`src/rtl/core/cws_pkg.sv`:
```
`timescale 1ns / 1ps
`default_nettype none

// Shared constants and types for the circle wipe span block
package cws_pkg;

	// Default field widths
	localparam int COORD_BITS_DEF = 12;
	localparam int STEP_BITS_DEF  = 16;

	// Entries in the queue between the front and back parts (power of two)
	localparam int QUEUE_DEPTH = 4;

	// Register values after reset
	localparam int SCREEN_WIDTH_RESET  = 640;
	localparam int SCREEN_HEIGHT_RESET = 480;
	localparam int MAX_STEP_RESET      = 1;

	// Width of the register index on the write port
	localparam int CFG_INDEX_BITS = 2;

	// Register indexes
	typedef enum logic [CFG_INDEX_BITS-1:0] {
		REG_SCREEN_WIDTH  = 2'd0,
		REG_SCREEN_HEIGHT = 2'd1,
		REG_MAX_STEP      = 2'd2
	} cfg_reg_t;

	// Full radius sequencer states
	typedef enum logic [1:0] {
		RAD_LOAD,
		RAD_RUN,
		RAD_IDLE
	} rad_state_t;

endpackage

`default_nettype wire

```
`src/rtl/core/cws_radius.sv`:
```
`timescale 1ns / 1ps
`default_nettype none

// Iterative square root giving the full radius, isqrt(hw^2 + hh^2) + 1.
// One result bit per cycle; restarts whenever a register is written.
module cws_radius #(
	parameter int COORD_BITS = cws_pkg::COORD_BITS_DEF,
	localparam int CNT_W = $clog2(COORD_BITS)
) (
	input  wire logic                  clk,
	input  wire logic                  arst_n,
	input  wire logic                  start,
	input  wire logic [COORD_BITS-2:0] half_w,
	input  wire logic [COORD_BITS-2:0] half_h,
	output logic                       busy,
	output logic [COORD_BITS-1:0]      full_radius
);

	cws_pkg::rad_state_t state_q, state_d;

	logic [2*COORD_BITS-1:0] rad_q;
	logic [COORD_BITS-1:0]   root_q;
	logic [COORD_BITS:0]     rem_q;
	logic [CNT_W-1:0]        cnt_q;
	logic [COORD_BITS-1:0]   full_q;

	logic                    load_en, run_en, last;
	logic [2*COORD_BITS-1:0] rad_sum;
	logic [COORD_BITS+2:0]   trial, part, diff;
	logic                    ge;
	logic [COORD_BITS-1:0]   root_nxt;
	logic [COORD_BITS:0]     rem_nxt;

	assign last = (cnt_q == CNT_W'(COORD_BITS - 1));

	// Next state
	always_comb begin
		state_d = state_q;
		case (state_q)
			cws_pkg::RAD_LOAD: state_d = cws_pkg::RAD_RUN;
			cws_pkg::RAD_RUN:  state_d = last ? cws_pkg::RAD_IDLE : cws_pkg::RAD_RUN;
			cws_pkg::RAD_IDLE: state_d = cws_pkg::RAD_IDLE;
			default:           state_d = cws_pkg::RAD_LOAD;
		endcase
		if (start) begin
			state_d = cws_pkg::RAD_LOAD;
		end
	end

	// State outputs
	always_comb begin
		load_en = 1'b0;
		run_en  = 1'b0;
		busy    = 1'b1;
		case (state_q)
			cws_pkg::RAD_LOAD: load_en = 1'b1;
			cws_pkg::RAD_RUN:  run_en  = 1'b1;
			cws_pkg::RAD_IDLE: busy    = 1'b0;
			default:           busy    = 1'b1;
		endcase
	end

	always_ff @(posedge clk or negedge arst_n) begin
		if (!arst_n) begin
			state_q <= cws_pkg::RAD_LOAD;
			cnt_q   <= '0;
		end else begin
			state_q <= state_d;
			if (load_en) begin
				cnt_q <= '0;
			end else if (run_en) begin
				cnt_q <= cnt_q + CNT_W'(1);
			end
		end
	end

	// Radicand from the half sizes
	assign rad_sum = ({{(COORD_BITS+1){1'b0}}, half_w} * {{(COORD_BITS+1){1'b0}}, half_w})
		+ ({{(COORD_BITS+1){1'b0}}, half_h} * {{(COORD_BITS+1){1'b0}}, half_h});

	// One digit of the root per cycle
	assign part     = {rem_q, rad_q[2*COORD_BITS-1 -: 2]};
	assign trial    = {1'b0, root_q, 2'b01};
	assign ge       = (part >= trial);
	assign diff     = part - trial;
	assign root_nxt = {root_q[COORD_BITS-2:0], ge};
	assign rem_nxt  = ge ? diff[COORD_BITS:0] : part[COORD_BITS:0];

	always_ff @(posedge clk) begin
		if (load_en) begin
			rad_q  <= rad_sum;
			root_q <= '0;
			rem_q  <= '0;
		end else if (run_en) begin
			rad_q  <= {rad_q[2*COORD_BITS-3:0], 2'b00};
			root_q <= root_nxt;
			rem_q  <= rem_nxt;
			if (last) begin
				full_q <= root_nxt + COORD_BITS'(1);
			end
		end
	end

	assign full_radius = full_q;

endmodule

`default_nettype wire

```
`src/rtl/core/cws_front.sv`:
```
`timescale 1ns / 1ps
`default_nettype none

// Front part: registers, full radius, request intake and classification.
// Clamps the step, folds the row about the centre and forms step * full.
module cws_front #(
	parameter int COORD_BITS = cws_pkg::COORD_BITS_DEF,
	parameter int STEP_BITS  = cws_pkg::STEP_BITS_DEF,
	localparam int CFG_W = (COORD_BITS > STEP_BITS) ? COORD_BITS : STEP_BITS,
	localparam int QW    = 2*COORD_BITS + STEP_BITS
) (
	input  wire logic                                clk,
	input  wire logic                                arst_n,
	input  wire logic                                cfg_we,
	input  wire logic [cws_pkg::CFG_INDEX_BITS-1:0]  cfg_index,
	input  wire logic [CFG_W-1:0]                    cfg_data,
	input  wire logic                                in_valid,
	output logic                                     in_ready,
	input  wire logic [STEP_BITS-1:0]                frame_step,
	input  wire logic [COORD_BITS-1:0]               row,
	output logic                                     push,
	output logic [QW-1:0]                            push_data,
	input  wire logic                                q_full,
	output logic [COORD_BITS-1:0]                    scr_width,
	output logic [STEP_BITS-1:0]                     max_eff
);

	logic [COORD_BITS-1:0] width_q, height_q;
	logic [STEP_BITS-1:0]  max_step_q;

	logic                  rad_busy;
	logic [COORD_BITS-1:0] full_radius;
	logic [COORD_BITS-1:0] half_h;
	logic [STEP_BITS-1:0]  st_c;
	logic [COORD_BITS-1:0] y_c;
	logic                  accept;

	logic                  vld_s1;
	logic [STEP_BITS-1:0]  st_s1;
	logic [COORD_BITS-1:0] y_s1;

	logic [STEP_BITS+COORD_BITS-1:0] num;

	// Configuration registers
	always_ff @(posedge clk or negedge arst_n) begin
		if (!arst_n) begin
			width_q    <= COORD_BITS'(cws_pkg::SCREEN_WIDTH_RESET);
			height_q   <= COORD_BITS'(cws_pkg::SCREEN_HEIGHT_RESET);
			max_step_q <= STEP_BITS'(cws_pkg::MAX_STEP_RESET);
		end else if (cfg_we) begin
			case (cws_pkg::cfg_reg_t'(cfg_index))
				cws_pkg::REG_SCREEN_WIDTH:  width_q    <= cfg_data[COORD_BITS-1:0];
				cws_pkg::REG_SCREEN_HEIGHT: height_q   <= cfg_data[COORD_BITS-1:0];
				cws_pkg::REG_MAX_STEP:      max_step_q <= cfg_data[STEP_BITS-1:0];
				default: ;
			endcase
		end
	end

	cws_radius #(
		.COORD_BITS (COORD_BITS)
	) u_radius (
		.clk         (clk),
		.arst_n      (arst_n),
		.start       (cfg_we),
		.half_w      (width_q[COORD_BITS-1:1]),
		.half_h      (height_q[COORD_BITS-1:1]),
		.busy        (rad_busy),
		.full_radius (full_radius)
	);

	assign scr_width = width_q;
	assign max_eff   = (max_step_q == '0) ? STEP_BITS'(1) : max_step_q;
	assign half_h    = {1'b0, height_q[COORD_BITS-1:1]};

	// Classify the incoming request
	assign st_c = (frame_step > max_eff) ? max_eff : frame_step;
	assign y_c  = (row >= half_h) ? (row - half_h) : (half_h - row);

	assign in_ready = !rad_busy && (!vld_s1 || !q_full);
	assign accept   = in_valid && in_ready;
	assign push     = vld_s1 && !q_full;

	always_ff @(posedge clk or negedge arst_n) begin
		if (!arst_n) begin
			vld_s1 <= 1'b0;
		end else if (accept) begin
			vld_s1 <= 1'b1;
		end else if (push) begin
			vld_s1 <= 1'b0;
		end
	end

	always_ff @(posedge clk) begin
		if (accept) begin
			st_s1 <= st_c;
			y_s1  <= y_c;
		end
	end

	// Dividend of the radius: step * full radius
	assign num = {{COORD_BITS{1'b0}}, st_s1} * {{STEP_BITS{1'b0}}, full_radius};

	assign push_data = {y_s1, num};

endmodule

`default_nettype wire

```
`src/rtl/core/cws_queue.sv`:
```
`timescale 1ns / 1ps
`default_nettype none

// Small register queue between the front and back parts
module cws_queue #(
	parameter int WIDTH = 8,
	parameter int DEPTH = cws_pkg::QUEUE_DEPTH,
	localparam int PTR_W = $clog2(DEPTH),
	localparam int CNT_W = $clog2(DEPTH + 1)
) (
	input  wire logic             clk,
	input  wire logic             arst_n,
	input  wire logic             push,
	input  wire logic [WIDTH-1:0] push_data,
	output logic                  full,
	input  wire logic             pop,
	output logic [WIDTH-1:0]      pop_data,
	output logic                  empty
);

	logic [WIDTH-1:0] mem_q [DEPTH];
	logic [PTR_W-1:0] wr_ptr_q, rd_ptr_q;
	logic [CNT_W-1:0] count_q;

	assign full     = (count_q == CNT_W'(DEPTH));
	assign empty    = (count_q == '0);
	assign pop_data = mem_q[rd_ptr_q];

	// Pointers and fill level
	always_ff @(posedge clk or negedge arst_n) begin
		if (!arst_n) begin
			wr_ptr_q <= '0;
			rd_ptr_q <= '0;
			count_q  <= '0;
		end else begin
			if (push) begin
				wr_ptr_q <= wr_ptr_q + PTR_W'(1);
			end
			if (pop) begin
				rd_ptr_q <= rd_ptr_q + PTR_W'(1);
			end
			if (push && !pop) begin
				count_q <= count_q + CNT_W'(1);
			end else if (pop && !push) begin
				count_q <= count_q - CNT_W'(1);
			end
		end
	end

	always_ff @(posedge clk) begin
		if (push) begin
			mem_q[wr_ptr_q] <= push_data;
		end
	end

endmodule

`default_nettype wire

```
`src/rtl/core/cws_back.sv`:
```
`timescale 1ns / 1ps
`default_nettype none

// Back part: radius divider, squares, difference, rounded root and span.
// Every stage moves on one shared enable; the output register is the last.
module cws_back #(
	parameter int COORD_BITS = cws_pkg::COORD_BITS_DEF,
	parameter int STEP_BITS  = cws_pkg::STEP_BITS_DEF,
	localparam int QW = 2*COORD_BITS + STEP_BITS,
	localparam int CB = COORD_BITS,
	localparam int SB = STEP_BITS,
	localparam int PL = 2*COORD_BITS + 2
) (
	input  wire logic                  clk,
	input  wire logic                  arst_n,
	input  wire logic                  q_empty,
	input  wire logic [QW-1:0]         q_data,
	output logic                       pop,
	input  wire logic [CB-1:0]         scr_width,
	input  wire logic [SB-1:0]         max_eff,
	output logic                       out_valid,
	input  wire logic                  out_ready,
	output logic [CB-1:0]              left_margin,
	output logic [CB-1:0]              inside_width,
	output logic [CB-1:0]              right_margin
);

	logic en;

	logic [PL-1:0] vld_s;

	// Divider stages
	logic [SB-1:0]   div_rem_s  [1:CB-1];
	logic [CB-1:0]   div_nq_s   [1:CB];
	logic [CB-1:0]   div_y_s    [1:CB];

	// Square and difference stages
	logic [2*CB-1:0] sqr_r2_s, sqr_y2_s;
	logic            dif_pos_s;
	logic [2*CB-1:0] dif_d_s;

	// Root stages
	logic [2*CB-1:0] rt_d_s     [1:CB-1];
	logic [CB-1:0]   rt_root_s  [1:CB];
	logic [CB:0]     rt_rem_s   [1:CB];
	logic            rt_pos_s   [1:CB];

	// Span and output register
	logic [CB:0]     s_f, hw_f, hms_f;
	logic            rnd, big;
	logic [CB-1:0]   left_d, inside_d, right_d;
	logic            out_valid_q;
	logic [CB-1:0]   out_left_q, out_inside_q, out_right_q;

	assign en  = !out_valid_q || out_ready;
	assign pop = en && !q_empty;

	always_ff @(posedge clk or negedge arst_n) begin
		if (!arst_n) begin
			vld_s       <= '0;
			out_valid_q <= 1'b0;
		end else if (en) begin
			vld_s       <= {vld_s[PL-2:0], pop};
			out_valid_q <= vld_s[PL-1];
		end
	end

	// Restoring division, one quotient bit per stage; quotient fits CB bits
	// because the clamped step never exceeds the divisor.
	for (genvar k = 0; k < CB; k++) begin : g_div
		logic [SB-1:0] rem_i;
		logic [CB-1:0] nq_i, y_i;
		logic [SB:0]   part, diff;
		logic          ge;

		if (k == 0) begin : g_in
			assign rem_i = q_data[SB+CB-1:CB];
			assign nq_i  = q_data[CB-1:0];
			assign y_i   = q_data[QW-1:SB+CB];
		end else begin : g_in
			assign rem_i = div_rem_s[k];
			assign nq_i  = div_nq_s[k];
			assign y_i   = div_y_s[k];
		end

		assign part = {rem_i, nq_i[CB-1]};
		assign ge   = (part >= {1'b0, max_eff});
		assign diff = part - {1'b0, max_eff};

		always_ff @(posedge clk) begin
			if (en) begin
				div_nq_s[k+1] <= {nq_i[CB-2:0], ge};
				div_y_s[k+1]  <= y_i;
			end
		end

		if (k < CB - 1) begin : g_rem
			always_ff @(posedge clk) begin
				if (en) begin
					div_rem_s[k+1] <= ge ? diff[SB-1:0] : part[SB-1:0];
				end
			end
		end
	end

	// Squares of radius and row offset
	always_ff @(posedge clk) begin
		if (en) begin
			sqr_r2_s <= {{CB{1'b0}}, div_nq_s[CB]} * {{CB{1'b0}}, div_nq_s[CB]};
			sqr_y2_s <= {{CB{1'b0}}, div_y_s[CB]} * {{CB{1'b0}}, div_y_s[CB]};
		end
	end

	// Radicand and whether the row meets the circle at all
	always_ff @(posedge clk) begin
		if (en) begin
			dif_pos_s <= (sqr_r2_s > sqr_y2_s);
			dif_d_s   <= sqr_r2_s - sqr_y2_s;
		end
	end

	// Digit-by-digit square root, one result bit per stage
	for (genvar k = 0; k < CB; k++) begin : g_root
		localparam int J = CB - 1 - k;
		logic [2*CB-1:0] d_i;
		logic [CB-1:0]   root_i;
		logic [CB:0]     rem_i;
		logic            pos_i;
		logic [CB+2:0]   part, trial, diff;
		logic            ge;

		if (k == 0) begin : g_in
			assign d_i    = dif_d_s;
			assign root_i = '0;
			assign rem_i  = '0;
			assign pos_i  = dif_pos_s;
		end else begin : g_in
			assign d_i    = rt_d_s[k];
			assign root_i = rt_root_s[k];
			assign rem_i  = rt_rem_s[k];
			assign pos_i  = rt_pos_s[k];
		end

		assign part  = {rem_i, d_i[2*J +: 2]};
		assign trial = {1'b0, root_i, 2'b01};
		assign ge    = (part >= trial);
		assign diff  = part - trial;

		always_ff @(posedge clk) begin
			if (en) begin
				rt_root_s[k+1] <= {root_i[CB-2:0], ge};
				rt_rem_s[k+1]  <= ge ? diff[CB:0] : part[CB:0];
				rt_pos_s[k+1]  <= pos_i;
			end
		end

		if (k < CB - 1) begin : g_d
			always_ff @(posedge clk) begin
				if (en) begin
					rt_d_s[k+1] <= d_i;
				end
			end
		end
	end

	// Round half up: remainder above the root means the next integer
	assign rnd   = (rt_rem_s[CB] > {1'b0, rt_root_s[CB]});
	assign s_f   = {1'b0, rt_root_s[CB]} + {{CB{1'b0}}, rnd};
	assign hw_f  = {2'b00, scr_width[CB-1:1]};
	assign big   = (s_f >= hw_f);
	assign hms_f = hw_f - s_f;

	// Span selection
	always_comb begin
		if (!rt_pos_s[CB]) begin
			left_d   = scr_width;
			inside_d = '0;
			right_d  = '0;
		end else if (big) begin
			left_d   = '0;
			inside_d = scr_width;
			right_d  = '0;
		end else begin
			left_d   = hms_f[CB-1:0];
			inside_d = {s_f[CB-2:0], 1'b0};
			right_d  = hms_f[CB-1:0];
		end
	end

	always_ff @(posedge clk) begin
		if (en) begin
			out_left_q   <= left_d;
			out_inside_q <= inside_d;
			out_right_q  <= right_d;
		end
	end

	assign out_valid    = out_valid_q;
	assign left_margin  = out_left_q;
	assign inside_width = out_inside_q;
	assign right_margin = out_right_q;

endmodule

`default_nettype wire

```
`src/rtl/core/circle_wipe_row_span.sv`:
```
// Circle wipe row span: for each request (wipe step, scanline row) gives
// the pixels left of, inside and right of a screen-centred circle whose
// radius grows linearly with the step until it reaches the corners. It
// takes one request per cycle sustained while m_tready stays high; a stall
// on m_tready freezes the back part, and s_tready drops once the queue and
// the front register have filled. A request passes the front register, the
// queue, a COORD_BITS-stage radius divider, square and difference stages,
// a COORD_BITS-stage square root and the output register before m_tvalid
// rises. After reset and after every register write the full radius is
// recomputed by an iterative root unit, one bit a cycle, and s_tready
// stays low until it is done.
`timescale 1ns / 1ps
`default_nettype none

module circle_wipe_row_span #(
	parameter int COORD_BITS = cws_pkg::COORD_BITS_DEF,
	parameter int STEP_BITS  = cws_pkg::STEP_BITS_DEF,
	localparam int CFG_W = (COORD_BITS > STEP_BITS) ? COORD_BITS : STEP_BITS,
	localparam int IN_W  = ((STEP_BITS + COORD_BITS + 7) / 8) * 8,
	localparam int OUT_W = ((3*COORD_BITS + 7) / 8) * 8,
	localparam int QW    = 2*COORD_BITS + STEP_BITS
) (
	input  wire logic                               clk,
	input  wire logic                               arst_n,
	// register write port
	input  wire logic                               cfg_we,
	input  wire logic [cws_pkg::CFG_INDEX_BITS-1:0] cfg_index,
	input  wire logic [CFG_W-1:0]                   cfg_data,
	// request stream
	input  wire logic                               s_tvalid,
	output logic                                    s_tready,
	input  wire logic [IN_W-1:0]                    s_tdata,  // frame_step, row
	// result stream
	output logic                                    m_tvalid,
	input  wire logic                               m_tready,
	output logic [OUT_W-1:0]                        m_tdata   // left, inside, right
);

	logic                  push, q_full, pop, q_empty;
	logic [QW-1:0]         push_data, pop_data;
	logic [COORD_BITS-1:0] scr_width;
	logic [STEP_BITS-1:0]  max_eff;
	logic [COORD_BITS-1:0] left_margin, inside_width, right_margin;

	cws_front #(
		.COORD_BITS (COORD_BITS),
		.STEP_BITS  (STEP_BITS)
	) u_front (
		.clk        (clk),
		.arst_n     (arst_n),
		.cfg_we     (cfg_we),
		.cfg_index  (cfg_index),
		.cfg_data   (cfg_data),
		.in_valid   (s_tvalid),
		.in_ready   (s_tready),
		.frame_step (s_tdata[STEP_BITS-1:0]),
		.row        (s_tdata[STEP_BITS+COORD_BITS-1:STEP_BITS]),
		.push       (push),
		.push_data  (push_data),
		.q_full     (q_full),
		.scr_width  (scr_width),
		.max_eff    (max_eff)
	);

	cws_queue #(
		.WIDTH (QW),
		.DEPTH (cws_pkg::QUEUE_DEPTH)
	) u_queue (
		.clk       (clk),
		.arst_n    (arst_n),
		.push      (push),
		.push_data (push_data),
		.full      (q_full),
		.pop       (pop),
		.pop_data  (pop_data),
		.empty     (q_empty)
	);

	cws_back #(
		.COORD_BITS (COORD_BITS),
		.STEP_BITS  (STEP_BITS)
	) u_back (
		.clk          (clk),
		.arst_n       (arst_n),
		.q_empty      (q_empty),
		.q_data       (pop_data),
		.pop          (pop),
		.scr_width    (scr_width),
		.max_eff      (max_eff),
		.out_valid    (m_tvalid),
		.out_ready    (m_tready),
		.left_margin  (left_margin),
		.inside_width (inside_width),
		.right_margin (right_margin)
	);

	assign m_tdata = OUT_W'({right_margin, inside_width, left_margin});

endmodule

`default_nettype wire

```
`config.mk`:
```
export PLATFORM = sky130hd
export DESIGN_NAME = circle_wipe_row_span
export DESIGN_NICKNAME = d
export VERILOG_FILES = /design/src/rtl/core/cws_pkg.sv /design/src/rtl/core/cws_radius.sv /design/src/rtl/core/cws_front.sv /design/src/rtl/core/cws_queue.sv /design/src/rtl/core/cws_back.sv /design/src/rtl/core/circle_wipe_row_span.sv
export SDC_FILE = /design/constraint.sdc
export NUM_CORES = 2
export LEC_CHECK = 0
export BUFFER_PORTS_ARGS = -buffer_cell sky130_fd_sc_hd__buf_2
export CAP_MARGIN = 10
export CORE_ASPECT_RATIO = 1.75
export CORE_UTILIZATION = 36
export CTS_CLUSTER_SIZE = 28
export DETAILED_ROUTE_END_ITERATION = 8
export GPL_ROUTABILITY_DRIVEN = 0
export MAX_ROUTING_LAYER = met4
export PLACE_DENSITY = 0.58
export SETUP_SLACK_MARGIN = 0.15
export SLEW_MARGIN = 10
export SYNTH_ARGS = -nofsm -noshare
export SYNTH_HDL_FRONTEND = slang
export SYNTH_SLANG_ARGS = --single-unit
export TNS_END_PERCENT = 1
```
`constraint.sdc`:
```
create_clock -name clk -period 29 [get_ports clk]
set_input_delay 1.45 -clock clk [delete_from_list [all_inputs] [get_ports clk]]
set_output_delay 1.45 -clock clk [all_outputs]
set_load 0.01 [all_outputs]
```
# == Word-level counts from Yosys, hierarchy flattened ==
# Memory sizes are Yosys's and may differ from the RTL's.
# Cells that the tools add are included.
# W data, S select, Z words.
# classes
addsub,36
mul,5
n_lt_le_gt_ge,30
n_eq_ne,6
n_mux,47
n_bitwise,1
reduce_logical,26
# op_table
cell,n
$mux W16,13
$ge A17 B16 Y1,12
$ge A15 B14 Y1,12
$sub A16 B16 Y16,11
$mux W13,13
$sub A13 B13 Y13,12
$mul A12 B12 Y24,2
$mux W12,4
$mux W24,2
$mul A11 B11 Y22,2
$mul A16 B12 Y28,1
$gt A24 B24 Y1,1
$sub A11 B12 Y12,2
$sub A24 B24 Y24,1
$add A22 B22 Y23,1
$gt A16 B16 Y1,1
$logic_not A16 Y1,1
$add A12 B1 Y13,1
$ge A13 B11 Y1,1
$gt A13 B12 Y1,1
$add A12 B1 Y12 const B,1
$ge A12 B11 Y1,1
$sub A12 B11 Y12,1
$mux W1,8
23 further kinds,46
# word_totals
register_bits,279
mem_bits_rw,1200
out_inout_bits,42
elab_cells,184
mem_count,8
# mem_list
name,depth,width,rd,rd_clocked_by_memory_dff,wr,line_no,rtl
u_back.rt_d_s,11,24,11,0,11,cws_back.sv:43,logic [2*CB-1:0] rt_d_s [1:CB-1];
u_back.div_rem_s,11,16,11,0,11,cws_back.sv:33,logic [SB-1:0] div_rem_s [1:CB-1];
u_queue.mem_q,4,40,1,0,1,cws_queue.sv:21,logic [WIDTH-1:0] mem_q [DEPTH];
u_back.rt_rem_s,12,13,12,0,12,cws_back.sv:45,logic [CB:0] rt_rem_s [1:CB];
u_back.div_nq_s,12,12,12,0,12,cws_back.sv:34,logic [CB-1:0] div_nq_s [1:CB];
u_back.div_y_s,12,12,12,0,12,cws_back.sv:35,logic [CB-1:0] div_y_s [1:CB];
2 more memories,--,--,--,--,--,--,

# == Depth between registers and ports, before layout ==
# depth
word_depth,7
ltp_mapped,25
depth_no_buf,24

# == Cells and area by module ==
# A second synthesis with hierarchy kept.
# unflattened
cells_unflattened,7130
hier_area_um2,82739.4
# by_module_without_submodules
mod,instances,cells_per_inst,area_per_inst_um2
cws_back,1,4635,55680.9
cws_front,1,1139,10495.1
cws_radius,1,1107,10311.1
cws_queue,1,244,6218.5
circle_wipe_row_span,1,5,33.8

# == Worst setup path before layout ==
# Ideal clock, no wire load.
# synth_path
path_kind,input to register
from,input m_tready
to,register u_back.vld_s[18]
t_arrival_ns,30.566
required_time_ns,28.816
path_slack_ns,-1.750
cell_stages,4
path_cell_list,nand2b_1 -> clkbuf_1 -> clkbuf_1 -> mux2_2
# synth_between
elab_chain_cells,1
# synth_rtl
element,line_no,rtl
"start, declared",circle_wipe_row_span.sv:35,"input wire logic m_tready,"
$logic_or A1 B1 Y1,cws_back.sv:55,assign en = !out_valid_q || out_ready;
named net u_back.en,cws_back.sv:28,logic en;
"end signal, assigned",cws_back.sv:63,"vld_s <= {vld_s[PL-2:0], pop};"
"end, declared",cws_back.sv:30,logic [PL-1:0] vld_s;
# The timed path passes the listed nets, and every way through them passes these cells.
# A chain may end at the register's enable or synchronous reset.

# == Final worst setup path ==
# layout_path
from,register u_front.width_q[2] (netlist: u_front.scr_width[2])
to,"register u_front.u_radius.rad_q[19], data pin"
# layout_between
elab_chain_cells,3
# layout_rtl
element,line_no,rtl
"start, declared",cws_front.sv:28,"logic [COORD_BITS-1:0] width_q, height_q;"
"start signal, assigned",cws_front.sv:47,width_q <= COORD_BITS'(cws_pkg::SCREEN_WIDTH_RESET);
"start signal, assigned",cws_front.sv:52,cws_pkg::REG_SCREEN_WIDTH: width_q <= cfg_data[COORD_BITS-1:0];
$mul A11 B11 Y22,cws_radius.sv:78,"assign rad_sum = ({{(COORD_BITS+1){1'b0}}, half_w} * {{(COORD_BITS+1){1'b0}}, half_w})"
$add A22 B22 Y23,cws_radius.sv:79,"+ ({{(COORD_BITS+1){1'b0}}, half_h} * {{(COORD_BITS+1){1'b0}}, half_h});"
$mux W24,cws_radius.sv:90,if (load_en) begin
"end signal, assigned",cws_radius.sv:91,rad_q <= rad_sum;
"end signal, assigned",cws_radius.sv:95,"rad_q <= {rad_q[2*COORD_BITS-3:0], 2'b00};"
"end, declared",cws_radius.sv:21,logic [2*COORD_BITS-1:0] rad_q;
# Every way passes these cells.

==> impl_results.html <==
<table>
<tr><th>Metric</th><th>Value</th></tr>
<tr><th colspan="2">Final layout</th></tr>
<tr><td>Fillers</td><td>21200</td></tr>
<tr><td>Final core utilization</td><td>0.4007</td></tr>
<tr><td>Growth of design area from synthesis to finish</td><td>10.43%</td></tr>
<tr><td>Ratio of cells with drive above 1 in the final layout</td><td>0.09551</td></tr>
<tr><td>Final net count</td><td>8185</td></tr>
<tr><td>Non-Filler Cell Area, Final</td><td>0.09006 sq mm</td></tr>
<tr><th colspan="2">STA</th></tr>
<tr><td>Setup clock skew after layout</td><td>0.06218 ns</td></tr>
<tr><td>Highest clock frequency the design can meet</td><td>130.7 MHz</td></tr>
<tr><td>Final setup vio count</td><td>0</td></tr>
<tr><td>Worst max-slew margin expressed relative to the limit</td><td>0.2616</td></tr>
<tr><td>Count of final max-slew check failures</td><td>0</td></tr>
<tr><td>Final hold vios</td><td>0</td></tr>
<tr><td>Portion of the clock cycle consumed by the worst path in the final layout</td><td>0.2638</td></tr>
<tr><td>Post-layout minimum cycle time</td><td>7.649 ns</td></tr>
<tr><td>Setup repair after global routing missed its margin</td><td>no</td></tr>
<tr><td>Worst-margin pin slew</td><td>1.099 ns</td></tr>
<tr><td>Setup TNS</td><td>0 ns</td></tr>
<tr><th colspan="2">Synth</th></tr>
<tr><td>Number of standard cells after synthesis</td><td>6850</td></tr>
<tr><td>Seq/Total Area, Yosys</td><td>0.4579</td></tr>
<tr><td>Yosys top cell area share</td><td>0.4271</td></tr>
<tr><td>Async S/R FF share, synth</td><td>0.06324</td></tr>
<tr><td>Top FF cell, synth</td><td>sky130_fd_sc_hd__edfxtp_1</td></tr>
<tr><td>Cell area after technology mapping</td><td>0.08156 sq mm</td></tr>
<tr><td>Cell taking the most area after synthesis</td><td>sky130_fd_sc_hd__edfxtp_1</td></tr>
<tr><td>Number of synthesis warnings</td><td>0</td></tr>
<tr><td>Count of unique library cells instantiated by Yosys</td><td>112</td></tr>
<tr><td>Syn_area_per_cell</td><td>11.91 sq um</td></tr>
<tr><td>Largest cells by area after synthesis</td><td>sky130_fd_sc_hd__edfxtp_1 43%, sky130_fd_sc_hd__fa_1 12%, sky130_fd_sc_hd__ha_1 10%</td></tr>
<tr><td>Number of enable flip-flop cells after synthesis</td><td>1160</td></tr>
<tr><td>Number of storage elements in the synthesis netlist</td><td>1265</td></tr>
<tr><th colspan="2">Drt</th></tr>
<tr><td>Vias</td><td>51370</td></tr>
<tr><td>Routed WL per cell</td><td>18.63 um</td></tr>
<tr><td>DRC Markers</td><td>0</td></tr>
<tr><td>DRT Wirelength</td><td>188300 um</td></tr>
<tr><td>Drt first pass iters</td><td>5</td></tr>
<tr><td>Ratio of routed vias to standard cells</td><td>5.083</td></tr>
<tr><td>Violation count after the first detailed-route iteration</td><td>2763</td></tr>
<tr><td>Number of antenna-violating nets in the routed design</td><td>0</td></tr>
<tr><th colspan="2">Clocking</th></tr>
<tr><td>Post-CTS Resized</td><td>0</td></tr>
<tr><td>Clock Sinks</td><td>1265</td></tr>
<tr><td>Master cell of the clock root buffer</td><td>sky130_fd_sc_hd__clkbuf_16</td></tr>
<tr><td>Post-CTS setup-driven buffer insertion count</td><td>0</td></tr>
<tr><td>Maximum level of the CTS H-tree</td><td>4</td></tr>
<tr><td>TritonCTS clock tree</td><td>yes</td></tr>
<tr><td>Clock slew seen by the registers of the worst setup and hold paths</td><td>0.06 ns</td></tr>
<tr><td>Number of CTS-inserted buffers</td><td>139</td></tr>
<tr><td>Buffer levels on the longest clock path</td><td>4</td></tr>
<tr><td>Latest clock arrival within the worst-skew pair</td><td>0.80 ns</td></tr>
<tr><td>Post-cts hold buffer count</td><td>0</td></tr>
<tr><th colspan="2">Critical path</th></tr>
<tr><td>Largest fanout on the critical path</td><td>11</td></tr>
<tr><td>Arrival @ worst endpoint</td><td>8.15 ns</td></tr>
<tr><td>Class of the most critical setup path</td><td>reg2reg</td></tr>
<tr><td>CP Capture Type</td><td>flip-flop</td></tr>
<tr><td>Required @ worst endpoint</td><td>29.50 ns</td></tr>
<tr><td>CP startpoint kind</td><td>flip-flop</td></tr>
<tr><th colspan="2">Die</th></tr>
<tr><td>Core Area</td><td>0.2248 sq mm</td></tr>
<tr><td>Total number of placement rows</td><td>230</td></tr>
<tr><td>Die width</td><td>361.8 um</td></tr>
<tr><td>Boundary Pins</td><td>97</td></tr>
<tr><td>Die Area</td><td>0.2285 sq mm</td></tr>
<tr><td>Height of the chip</td><td>631.7 um</td></tr>
<tr><td>Initial core utilization</td><td>0.3629</td></tr>
<tr><th colspan="2">Global route</th></tr>
<tr><td>Via count of the first global-routing pass</td><td>54750</td></tr>
<tr><td>Largest net degree at the start of global routing</td><td>193</td></tr>
<tr><td>First-pass GRT wire length</td><td>295100 um</td></tr>
<tr><td>Number of antenna violations at the first check in global routing</td><td>15</td></tr>
<tr><td>Total gr overflow</td><td>0</td></tr>
<tr><td>Overall routing resource usage</td><td>0.1701</td></tr>
<tr><th colspan="2">Placement</th></tr>
<tr><td>Post-Place Cell Area</td><td>0.08543 sq mm</td></tr>
<tr><td>Number of I/O port buffers</td><td>88</td></tr>
<tr><td>Post-detailed-placement half-perimeter wirelength</td><td>140300 um</td></tr>
<tr><th colspan="2">Outcome</th></tr>
<tr><td>Run status</td><td>completed</td></tr>
<tr><th colspan="2">Flow run</th></tr>
<tr><td>Max cap viols</td><td>0</td></tr>
<tr><th colspan="2">Worst hold path</th></tr>
<tr><td>Worst min path class</td><td>reg2reg</td></tr>
</table>
[placed cells by master, fill, tap and decap left out, types with 22 or more instances in the layout]
cell | netlist | layout
sky130_fd_sc_hd__a31oi_1 | 31 | 31
sky130_fd_sc_hd__buf_2 | 19 | 87
sky130_fd_sc_hd__mux2_2 | 189 | 189
sky130_fd_sc_hd__o211ai_1 | 25 | 25
sky130_fd_sc_hd__a211oi_1 | 43 | 43
sky130_fd_sc_hd__o31ai_1 | 39 | 38
sky130_fd_sc_hd__a21o_1 | 130 | 130
sky130_fd_sc_hd__nor3_1 | 108 | 108
sky130_fd_sc_hd__fa_1 | 474 | 474
sky130_fd_sc_hd__o21a_1 | 65 | 65
sky130_fd_sc_hd__nor2b_1 | 88 | 88
sky130_fd_sc_hd__a21boi_0 | 23 | 23
sky130_fd_sc_hd__and2_1 | 178 | 174
sky130_fd_sc_hd__nand4_1 | 64 | 64
sky130_fd_sc_hd__nand2b_1 | 72 | 71
sky130_fd_sc_hd__xnor2_1 | 256 | 256
sky130_fd_sc_hd__nor4_1 | 22 | 22
sky130_fd_sc_hd__and3_1 | 23 | 23
sky130_fd_sc_hd__buf_4 | 17 | 43
sky130_fd_sc_hd__ha_1 | 680 | 680
sky130_fd_sc_hd__or3_1 | 37 | 37
sky130_fd_sc_hd__dfrtp_1 | 73 | 71
sky130_fd_sc_hd__clkinv_1 | 14 | 35
sky130_fd_sc_hd__inv_1 | 876 | 876
sky130_fd_sc_hd__nand3_1 | 97 | 97
sky130_fd_sc_hd__dfxtp_1 | 25 | 25
sky130_fd_sc_hd__mux2i_1 | 47 | 47
sky130_fd_sc_hd__edfxtp_1 | 1160 | 1160
sky130_fd_sc_hd__xor2_1 | 117 | 117
sky130_fd_sc_hd__nand2_1 | 488 | 488
sky130_fd_sc_hd__clkbuf_16 | 0 | 142
sky130_fd_sc_hd__o21ai_0 | 251 | 251
sky130_fd_sc_hd__a21oi_1 | 288 | 288
sky130_fd_sc_hd__nor2_1 | 358 | 358
sky130_fd_sc_hd__mux4_2 | 38 | 38
sky130_fd_sc_hd__mux2_4 | 22 | 22
[metrics by stage]
step,hold slack [ns],std cells,setup slack [ns]
2_1_floorplan,0.4003,6854,13.69
3_3_place_gp,0.4002,9851,21.42
3_5_place_dp,0.4045,9851,21.30
4_1_cts,0.3568,10090,21.29
5_1_grt,0.3641,10110,20.90
6_report,0.3600,10110,21.35
[synthesized netlist by cell type (37+ instances only)]
cell type                  count
sky130_fd_sc_hd__a211oi_1     43
sky130_fd_sc_hd__a21o_1      130
sky130_fd_sc_hd__a21oi_1     288
sky130_fd_sc_hd__and2_1      178
sky130_fd_sc_hd__clkbuf_1     95
sky130_fd_sc_hd__dfrtp_1      73
sky130_fd_sc_hd__edfxtp_1   1160
sky130_fd_sc_hd__fa_1        474
sky130_fd_sc_hd__ha_1        680
sky130_fd_sc_hd__inv_1       876
sky130_fd_sc_hd__mux2_2      189
sky130_fd_sc_hd__mux2i_1      47
sky130_fd_sc_hd__mux4_2       38
sky130_fd_sc_hd__nand2_1     488
sky130_fd_sc_hd__nand2b_1     72
sky130_fd_sc_hd__nand3_1      97
sky130_fd_sc_hd__nand4_1      64
sky130_fd_sc_hd__nor2_1      358
sky130_fd_sc_hd__nor2b_1      88
sky130_fd_sc_hd__nor3_1      108
sky130_fd_sc_hd__o21a_1       65
sky130_fd_sc_hd__o21ai_0     251
sky130_fd_sc_hd__o31ai_1      39
sky130_fd_sc_hd__or3_1        37
sky130_fd_sc_hd__xnor2_1     256
sky130_fd_sc_hd__xor2_1      117
[state kept, by name, summed over array words and instances (netlist names), 26 cells and up]
register          count
u_back.vld_s         26
u_queue.mem_q       160
u_back.div_rem_s    176
u_back.div_nq_s     144
u_back.rt_d_s       132
u_back.rt_rem_s     143
u_back.rt_root_s     78
u_back.div_y_s      144
[area by class of cell]
class	count	area, sq um	area share
clock inverters	86	983.4	0.01092
repair buffers	131	778.2	0.008641
diodes	13	32.53	0.0003612
flip-flops and latches	1265	37350	0.4147
well taps	3016	3774	0.04190
inverters	893	3352	0.03722
multi-input cells	4546	40180	0.4461
clock buffers	157	3620	0.04019
[kinds of logic after synthesis]
group	Yosys count	share of synthesized area
adder cells (fa/ha/maj)	1154	0.2207
flip-flops	1265	0.4579
AND/OR/NAND/NOR	1628	0.09792
multiplexers	302	0.04724
AO/OA/AOI/OAI	1084	0.08605
buffers and inverters	1043	0.05012
other	1	0.00004598
XOR/XNOR	373	0.04006
[final timing paths]
kind,start,to,slack [ns],cells after the start
worst min-delay path,u_back.rt_d_s[0][81],u_back.rt_d_s[0][105],0.36,0
max in group asynchronous,arst_n,u_queue.rd_ptr_q[1],27.25,2
worst max-delay path,u_front.scr_width[2],u_front.u_radius.rad_q[19],21.35,21
worst min register to register,u_back.rt_d_s[0][81],u_back.rt_d_s[0][105],0.36,0
min in group asynchronous,arst_n,u_back.vld_s[24],0.55,1
worst max register to register,u_front.scr_width[2],u_front.u_radius.rad_q[19],21.35,21
[routing by layer]
layer | wire [um] | global-route usage | part of all wire
met5 | 0 | - | 0
met4 | 9678 | 0.08169 | 0.051
met3 | 7899 | 0.02361 | 0.042
met2 | 103800 | 0.3230 | 0.55
met1 | 66960 | 0.1681 | 0.36
[worst max-delay path: stages, from the launching register on]
cell and delay (ns):
sky130_fd_sc_hd__dfrtp_1 0.64, sky130_fd_sc_hd__clkinv_1 0.61, sky130_fd_sc_hd__nor2_1 0.39, sky130_fd_sc_hd__fa_1 0.47, sky130_fd_sc_hd__fa_1 0.54, sky130_fd_sc_hd__inv_1 0.05, sky130_fd_sc_hd__fa_1 0.48, sky130_fd_sc_hd__inv_1 0.06
sky130_fd_sc_hd__fa_1 0.53, sky130_fd_sc_hd__fa_1 0.45, sky130_fd_sc_hd__fa_1 0.55, sky130_fd_sc_hd__inv_1 0.06, sky130_fd_sc_hd__fa_1 0.59, sky130_fd_sc_hd__inv_1 0.06, sky130_fd_sc_hd__ha_1 0.32, sky130_fd_sc_hd__o21ai_0 0.12
sky130_fd_sc_hd__nor2b_1 0.17, sky130_fd_sc_hd__a2111oi_0 0.55, sky130_fd_sc_hd__o2111ai_1 0.30, sky130_fd_sc_hd__a21oi_1 0.23, sky130_fd_sc_hd__o21a_1 0.13, sky130_fd_sc_hd__o31ai_1 0.07
Power is not shown: default switching activity piles up to over one toggle a cycle in this logic, so the estimate is an artifact.
